$ cat src/hw/rtl/csc_pkg.sv
package csc_pkg;

    localparam logic [7:0] PAD_CHAR  = 8'h5F;
    localparam int         NUM_COLS  = 4;
    localparam logic [1:0] COL_LAST  = 2'd3;

    // register index decoded from paddr[2]
    localparam logic REG_SHIFT_KEY = 1'b0;
    localparam logic REG_DECRYPT   = 1'b1;

    localparam logic [7:0] SHIFT_KEY_RESET = 8'd1;

    typedef struct packed {
        logic [7:0] shift_key;
        logic       decrypt_mode;
    } cfg_t;

endpackage

$ cat src/hw/rtl/csc_ram.sv
module csc_ram #(
    parameter int WIDTH = 8,
    parameter int DEPTH = 64
) (
    input  logic                     aclk,
    input  logic                     we,
    input  logic [$clog2(DEPTH)-1:0] waddr,
    input  logic [WIDTH-1:0]         wdata,
    input  logic                     re,
    input  logic [$clog2(DEPTH)-1:0] raddr,
    output logic [WIDTH-1:0]         rdata
);

    logic [WIDTH-1:0] mem_reg [DEPTH];
    logic [WIDTH-1:0] rdata_reg;

    always_ff @(posedge aclk) begin
        if (we) begin
            mem_reg[waddr] <= wdata;
        end
        if (re) begin
            rdata_reg <= mem_reg[raddr];
        end
    end

    assign rdata = rdata_reg;

endmodule

$ cat src/hw/rtl/csc_ctrl.sv
module csc_ctrl #(
    parameter int DEPTH = 64
) (
    input  logic                     aclk,
    input  logic                     aresetn,
    input  csc_pkg::cfg_t            cfg,
    // input transaction
    input  logic                     s_valid,
    output logic                     s_ready,
    input  logic [7:0]               s_data,
    input  logic                     s_last,
    // buffer memory
    output logic                     ram_we,
    output logic [$clog2(DEPTH)-1:0] ram_waddr,
    output logic [7:0]               ram_wdata,
    output logic                     ram_re,
    output logic [$clog2(DEPTH)-1:0] ram_raddr,
    input  logic [7:0]               ram_rdata,
    // result transaction
    output logic                     m_valid,
    input  logic                     m_ready,
    output logic [7:0]               m_data,
    output logic                     m_last,
    output logic                     m_trunc
);
    import csc_pkg::*;

    localparam int AW       = $clog2(DEPTH);
    localparam int LW       = $clog2(DEPTH + 1);
    localparam int MAX_ROWS = (DEPTH + 3) / 4;
    localparam int RW       = $clog2(MAX_ROWS + 1);
    localparam int KW       = $clog2(MAX_ROWS * 4);
    localparam int NW       = (RW > 2) ? RW : 2;
    localparam int CW       = (KW > LW) ? KW : LW;

    typedef enum logic [3:0] {
        ST_LOAD  = 4'b0001,
        ST_READ  = 4'b0010,
        ST_EVAL  = 4'b0100,
        ST_FLUSH = 4'b1000
    } state_t;

    state_t          state_reg, state_next;
    logic [LW-1:0]   len_reg, len_next;
    logic            ovf_reg, ovf_next;
    logic [RW-1:0]   rows_reg, rows_next;
    logic [NW-1:0]   in_cnt_reg, in_cnt_next;
    logic [NW-1:0]   out_cnt_reg, out_cnt_next;
    logic [KW-1:0]   k_reg, k_next;
    logic            pad_reg, pad_next;
    logic            pend_valid_reg, pend_valid_next;
    logic [7:0]      pend_byte_reg, pend_byte_next;
    logic            m_valid_reg, m_valid_next;
    logic [7:0]      m_data_reg, m_data_next;
    logic            m_last_reg, m_last_next;
    logic            m_trunc_reg, m_trunc_next;

    logic            full;
    logic [LW-1:0]   len_new;
    logic [LW:0]     rows_sum;
    logic            out_free;
    logic            enc;
    logic [NW-1:0]   in_last, out_last;
    logic [KW-1:0]   k_step;
    logic [7:0]      cell_byte;
    logic            emit;
    logic            can_go;

    assign full     = (len_reg == LW'(DEPTH));
    assign len_new  = full ? len_reg : len_reg + 1'b1;
    assign rows_sum = (LW + 1)'(len_new) + (LW + 1)'(3);
    assign out_free = !m_valid_reg || m_ready;
    assign enc      = !cfg.decrypt_mode;

    // encrypt walks columns outer, rows inner; decrypt the other way round
    assign in_last  = enc ? NW'(rows_reg) - 1'b1 : NW'(COL_LAST);
    assign out_last = enc ? NW'(COL_LAST) : NW'(rows_reg) - 1'b1;
    assign k_step   = enc ? KW'(NUM_COLS) : KW'(rows_reg);

    always_comb begin
        if (enc) begin
            cell_byte = (pad_reg ? PAD_CHAR : ram_rdata) + cfg.shift_key;
            emit      = 1'b1;
        end else begin
            cell_byte = pad_reg ? PAD_CHAR : ram_rdata - cfg.shift_key;
            emit      = (cell_byte != PAD_CHAR);
        end
    end

    assign can_go = !emit || !pend_valid_reg || out_free;

    assign s_ready   = (state_reg == ST_LOAD);
    assign ram_we    = s_valid && s_ready && !full;
    assign ram_waddr = AW'(len_reg);
    assign ram_wdata = s_data;
    assign ram_re    = (state_reg == ST_READ);
    assign ram_raddr = AW'(k_reg);

    always_comb begin
        state_next      = state_reg;
        len_next        = len_reg;
        ovf_next        = ovf_reg;
        rows_next       = rows_reg;
        in_cnt_next     = in_cnt_reg;
        out_cnt_next    = out_cnt_reg;
        k_next          = k_reg;
        pad_next        = pad_reg;
        pend_valid_next = pend_valid_reg;
        pend_byte_next  = pend_byte_reg;
        m_valid_next    = m_valid_reg && !m_ready;
        m_data_next     = m_data_reg;
        m_last_next     = m_last_reg;
        m_trunc_next    = m_trunc_reg;

        unique case (state_reg)
            ST_LOAD: begin
                if (s_valid) begin
                    len_next = len_new;
                    if (full) begin
                        ovf_next = 1'b1;
                    end
                    if (s_last) begin
                        rows_next       = RW'(rows_sum >> 2);
                        in_cnt_next     = '0;
                        out_cnt_next    = '0;
                        k_next          = '0;
                        pend_valid_next = 1'b0;
                        state_next      = ST_READ;
                    end
                end
            end
            ST_READ: begin
                pad_next   = !(CW'(k_reg) < CW'(len_reg));
                state_next = ST_EVAL;
            end
            ST_EVAL: begin
                if (can_go) begin
                    if (emit) begin
                        // hold one result back so the final one can carry tlast
                        if (pend_valid_reg) begin
                            m_valid_next = 1'b1;
                            m_data_next  = pend_byte_reg;
                            m_last_next  = 1'b0;
                            m_trunc_next = ovf_reg;
                        end
                        pend_valid_next = 1'b1;
                        pend_byte_next  = cell_byte;
                    end
                    if (in_cnt_reg == in_last) begin
                        if (out_cnt_reg == out_last) begin
                            state_next = ST_FLUSH;
                        end else begin
                            out_cnt_next = out_cnt_reg + 1'b1;
                            in_cnt_next  = '0;
                            k_next       = KW'(out_cnt_reg) + 1'b1;
                            state_next   = ST_READ;
                        end
                    end else begin
                        in_cnt_next = in_cnt_reg + 1'b1;
                        k_next      = k_reg + k_step;
                        state_next  = ST_READ;
                    end
                end
            end
            ST_FLUSH: begin
                if (!pend_valid_reg || out_free) begin
                    if (pend_valid_reg) begin
                        m_valid_next = 1'b1;
                        m_data_next  = pend_byte_reg;
                        m_last_next  = 1'b1;
                        m_trunc_next = ovf_reg;
                    end
                    pend_valid_next = 1'b0;
                    len_next        = '0;
                    ovf_next        = 1'b0;
                    state_next      = ST_LOAD;
                end
            end
            default: begin
                state_next = ST_LOAD;
            end
        endcase
    end

    always_ff @(posedge aclk) begin
        if (!aresetn) begin
            state_reg      <= ST_LOAD;
            len_reg        <= '0;
            ovf_reg        <= 1'b0;
            pend_valid_reg <= 1'b0;
            m_valid_reg    <= 1'b0;
        end else begin
            state_reg      <= state_next;
            len_reg        <= len_next;
            ovf_reg        <= ovf_next;
            pend_valid_reg <= pend_valid_next;
            m_valid_reg    <= m_valid_next;
        end
        rows_reg      <= rows_next;
        in_cnt_reg    <= in_cnt_next;
        out_cnt_reg   <= out_cnt_next;
        k_reg         <= k_next;
        pad_reg       <= pad_next;
        pend_byte_reg <= pend_byte_next;
        m_data_reg    <= m_data_next;
        m_last_reg    <= m_last_next;
        m_trunc_reg   <= m_trunc_next;
    end

    assign m_valid = m_valid_reg;
    assign m_data  = m_data_reg;
    assign m_last  = m_last_reg;
    assign m_trunc = m_trunc_reg;

endmodule

$ cat src/hw/rtl/columnar_shift_cipher.sv
// Input: one byte per cycle while loading; the byte marked last starts the readout.
// Readout: per matrix cell a buffer read, then an evaluate step; 4*ceil(L/4) cells,
// followed by a flush step that releases the held result.
// One result is held back so tlast can mark the final one; stalls on m_tready pause it.
// Reset clears control state, sets config defaults; the buffer memory is not cleared.
module columnar_shift_cipher #(
    parameter int BUFFER_DEPTH = 64
) (
    input  logic        aclk,
    input  logic        aresetn,
    // configuration
    input  logic        psel,
    input  logic        penable,
    input  logic        pwrite,
    input  logic [2:0]  paddr,
    input  logic [31:0] pwdata,
    output logic [31:0] prdata,
    output logic        pready,
    // input stream
    input  logic        s_tvalid,
    output logic        s_tready,
    input  logic [7:0]  s_tdata,   // [7:0] data_byte
    input  logic        s_tlast,   // last_byte
    // result stream
    output logic        m_tvalid,
    input  logic        m_tready,
    output logic [7:0]  m_tdata,   // [7:0] out_byte
    output logic        m_tlast,   // out_last
    output logic        m_tuser    // [0] truncated
);
    import csc_pkg::*;

    localparam int AW = $clog2(BUFFER_DEPTH);

    cfg_t            cfg_reg, cfg_next;
    logic            ram_we;
    logic [AW-1:0]   ram_waddr;
    logic [7:0]      ram_wdata;
    logic            ram_re;
    logic [AW-1:0]   ram_raddr;
    logic [7:0]      ram_rdata;
    logic            wr_en;

    assign pready = 1'b1;
    assign wr_en  = psel && penable && pwrite && pready;

    always_comb begin
        cfg_next = cfg_reg;
        if (wr_en) begin
            unique case (paddr[2])
                REG_SHIFT_KEY: cfg_next.shift_key    = pwdata[7:0];
                REG_DECRYPT:   cfg_next.decrypt_mode = pwdata[0];
                default:       cfg_next = cfg_reg;
            endcase
        end
    end

    always_comb begin
        unique case (paddr[2])
            REG_SHIFT_KEY: prdata = {24'd0, cfg_reg.shift_key};
            REG_DECRYPT:   prdata = {31'd0, cfg_reg.decrypt_mode};
            default:       prdata = '0;
        endcase
    end

    always_ff @(posedge aclk) begin
        if (!aresetn) begin
            cfg_reg.shift_key    <= SHIFT_KEY_RESET;
            cfg_reg.decrypt_mode <= 1'b0;
        end else begin
            cfg_reg <= cfg_next;
        end
    end

    csc_ram #(
        .WIDTH (8),
        .DEPTH (BUFFER_DEPTH)
    ) u_ram (
        .aclk  (aclk),
        .we    (ram_we),
        .waddr (ram_waddr),
        .wdata (ram_wdata),
        .re    (ram_re),
        .raddr (ram_raddr),
        .rdata (ram_rdata)
    );

    csc_ctrl #(
        .DEPTH (BUFFER_DEPTH)
    ) u_ctrl (
        .aclk      (aclk),
        .aresetn   (aresetn),
        .cfg       (cfg_reg),
        .s_valid   (s_tvalid),
        .s_ready   (s_tready),
        .s_data    (s_tdata),
        .s_last    (s_tlast),
        .ram_we    (ram_we),
        .ram_waddr (ram_waddr),
        .ram_wdata (ram_wdata),
        .ram_re    (ram_re),
        .ram_raddr (ram_raddr),
        .ram_rdata (ram_rdata),
        .m_valid   (m_tvalid),
        .m_ready   (m_tready),
        .m_data    (m_tdata),
        .m_last    (m_tlast),
        .m_trunc   (m_tuser)
    );

endmodule
$ cat config.mk
export PLATFORM = sky130hd
export DESIGN_NAME = columnar_shift_cipher
export DESIGN_NICKNAME = d
export VERILOG_FILES = /design/src/hw/rtl/csc_pkg.sv /design/src/hw/rtl/csc_ram.sv /design/src/hw/rtl/csc_ctrl.sv /design/src/hw/rtl/columnar_shift_cipher.sv
export SDC_FILE = /design/constraint.sdc
export NUM_CORES = 1
export LEC_CHECK = 0
export BUFFER_PORTS_ARGS = -buffer_cell sky130_fd_sc_hd__buf_2
export CAP_MARGIN = 25
export CORE_MARGIN = 8
export CORE_UTILIZATION = 55
export CTS_BUF_LIST = sky130_fd_sc_hd__clkbuf_16
export DETAILED_ROUTE_END_ITERATION = 10
export GPL_TIMING_DRIVEN = 1
export PLACE_DENSITY_LB_ADDON = 0.2
export SYNTH_ARGS = -nofsm -noshare
export SYNTH_HDL_FRONTEND = slang
export SYNTH_SLANG_ARGS = --single-unit
export TNS_END_PERCENT = 10
$ cat constraint.sdc
create_clock -name aclk -period 4.91 [get_ports aclk]
set_clock_uncertainty 0.15 [all_clocks]
set_input_delay 0.2455 -clock aclk [delete_from_list [all_inputs] [get_ports aclk]]
set_output_delay 0.2455 -clock aclk [all_outputs]
set_load 0.01 [all_outputs]
==> impl_metrics.tcl <==
set metrics [dict create \
    status "completed" \
    rrSetupSlack_ns 1.07 \
    avgSynthCellArea_um2 18.9 \
    worst_setup_path_start_kind "flip-flop" \
    syn_to_final_growth_pct 13.1 \
    grt-busiest-layer "met2" \
    cp.depth 6 \
    async_reset_ff_share_pct 0 \
    endpoint_kind "flip-flop" \
    power.leakage_uw 0.00893 \
    ys_seq_elements 583 \
    grt_pass1_wl_um 76800 \
    dieWidth_um 226 \
    synthCells 1285 \
    multi_input_area_um2 6640 \
    fin_setup_tns_ns 0 \
    core_area_um2 43900 \
    final_common_cell "edfxtp_1" \
    critPathArrivalTime_ns 3.92 \
    max-vdd-ir-drop_uv 344 \
    crit_end "u_ram.mem_reg[51][4]" \
    fillCellCount 3119 \
    timing.fmax_ghz 0.260 \
    power.density_nw_per_um2 516 \
    timing.rr.start "u_ctrl.len_reg[3]" \
    p_sw_uw 4100 \
    drtIter0Drc 1137 \
    critPathKind "flip-flop to flip-flop" \
    drc 0 \
    cts-root-buf "clkbuf_16" \
    cts_buffer_depth 3 \
    yosys.area.top_type "edfxtp_1" \
    yosys_most_used_dff "edfxtp_1" \
    hold_viol_final 0 \
    ys_top_cells_by_area "edfxtp_1 69%, mux4_2 16%, dfxtp_1 1.9%" \
    largest_register_ffs 512 \
    io_pins 96 \
    switching_share_pct 28.8 \
    gp_congestion 0.851 \
    overflow 0 \
    worstPathCellList "clkinv_1, nand3_1, nor3_1, nor3_1, nand3_1, nor2_1" \
    drv_slew 0 \
    maxCapViolCount 0 \
    antenna_found_initial 0 \
    placed_area_um2 25300 \
    wl_per_cell_um 25.4 \
    use_met3_pct 4.44 \
    critPathSlowestCell "nor2_1" \
    ys_types 66 \
    internal_power_uw 10100 \
    path_clk_slew_ns 0.06 \
    reg2regPathDepth 6 \
    grt.met1_usage_pct 27.7 \
    yosysWarnings 0 \
    grt_use_total_pct 20.5 \
    drive_above_1_share_pct 24.0 \
    grt_pass1_vias 12200 \
    post-dp-hpwl_um 32100 \
    synthesis.area_um2 24300 \
    max_stage_delay_ns 0.84 \
    viasPerCell 5.95 \
    dr.pass1.iters 5 \
    worstHoldPathType "input port to flip-flop" \
    drt-total-wl_um 51700 \
    diodes 0 \
    required_ns 4.99 \
    grtUsageMet2_pct 32.7 \
    critPathMaxFanout 9 \
    final_util_pct 62.6 \
    initial_core_util_pct 55.4 \
    pwr-share-seq_pct 41.6 \
    cts.sinks 583 \
    synth_edf_count 560 \
    period_needed_ns 3.84 \
    rsz0062_at_grt "no" \
    critical_path_buf_inv_count 1 \
    vias 12100 \
    cts_tree "built" \
    row_count 77 \
    fin_crit_sh_pct 78.2 \
    h-tree-depth 2 \
    timing.slew.headroom_pct 40.3 \
    grt_start_max_net_pins 65 \
    cts-buffers-inserted 58 \
    fin_nets 1479 \
    tightest_slew_ns 0.892 \
    power.share.clock_pct 30.4 \
    ys_seq_area_share_pct 71.0 \
    seq_area_um2 17300 \
    final_cell_mix "560 x edfxtp_1, 168 x mux4_2, 113 x nor2_1" \
    crit_start "u_ctrl.len_reg[3]" \
    pwr-share-comb_pct 28.0 \
    die_h_um 226 \
    clk_latency_ns 0.61 \
    dieArea_um2 51200 \
    r2r_end "u_ram.mem_reg[51][4]" \
    final_cell_area_um2 27500 \
    synth_top_area_share_pct 69.1 \
    finalSetupViolations 0 \
    ant_nets 0 \
    cp_top_family "simple AND/OR/NAND/NOR gates" \
    io_buffers 44 \
]
## worst min-delay path by stage
stage                             from             endpoint  slack (ns)  cells after the start
6_report                       s_tlast   u_ctrl.rows_reg[1]        0.03                      2
4_1_cts                        s_tlast   u_ctrl.rows_reg[1]       0.003                      2
3_5_place_dp   u_ctrl.pend_byte_reg[2]     u_ctrl.m_data[2]        0.26                      0
3_3_place_gp   u_ctrl.pend_byte_reg[0]     u_ctrl.m_data[0]        0.25                      0
2_1_floorplan               s_tdata[0]  u_ram.mem_reg[0][0]        0.19                      0
5_1_grt                        s_tlast   u_ctrl.rows_reg[3]        0.04                      2
## synthesized netlist by cell type, drive strengths merged, types with 4 or more instances
cell type,n
nand2b,4
nor3,11
nand2,41
xnor2,24
inv,27
nand3,25
and2,11
nor3b,6
dfxtp,23
nor2b,13
xor2,15
a21o,12
ha,29
edfxtp,560
nor2,114
or2,7
mux2i,4
a21oi,25
nor4b,4
a21boi,11
clkbuf,27
mux4,168
o21ai,16
buf,49
o21a,4
## worst reg2reg max path, cell delays in order (launching register included)
cell and delay (ns):
dfxtp_1 0.44, clkinv_1 0.26, nand3_1 0.39, nor3_1 0.22
nor3_1 0.49, nand3_1 0.68, nor2_1 0.85
## logic make-up after synthesis
group                      count (synthesis)  share of synthesized area [%]
AOI/OAI and AO/OA                         97                           2.72
other                                      2                         0.0309
buffers and inverters                    105                           2.10
and+or+nand+nor                          252                           5.04
muxes                                    173                           15.8
adders and majority gates                 32                           1.74
xor gates and xnor gates                  41                           1.59
DFF                                      583                           71.0
## per-stage QoR
| step | hold slack [ns] | worst slack [ns] | std cells | total power, uW |
|---|---|---|---|---|
| finish | 0.0337 | 1.07 | 2037 | 14200 |
| global route | 0.0354 | 0.847 | 2037 | 14700 |
| CTS | 0.00286 | 1.16 | 2031 | 14300 |
| detailed placement | 0.258 | 1.13 | 1895 | 9970 |
| global placement | 0.252 | 1.18 | 1891 | 9910 |
| floorplan | 0.194 | 1.35 | 1308 | 8660 |
## layer usage
layer	part of all wire, %	wire (um)
met1	41	21200
met2	49	25200
met3	7.1	3680
met4	3.3	1710
met5	0	0
## power groups by stage
stage	logic, uW	clock network (uW)	registers [uW]
6_report	3980	4310	5910
5_1_grt	4230	4560	5940
4_1_cts	3970	4390	5930
3_5_place_dp	3930	0	6030
3_3_place_gp	3880	0	6030
2_1_floorplan	2760	0	5890
## timing repair
action                                  4_1_cts  5_1_grt
endpoints found under the hold margin        76       36
setup buffers                                 0        0
hold buffers                                 27        2
gates resized for setup                       0        0
endpoints found under the setup margin        0        0
## cell type report
cell class	instances	share of cell area [%]
well taps	592	2.69
clock inverters	48	1.26
multi-input cells	620	24.1
inverters	29	0.396
clock buffers	61	5.55
flip-flops and latches	583	62.8
repair buffers	104	3.23
Power figures use the tool's default switching activity.
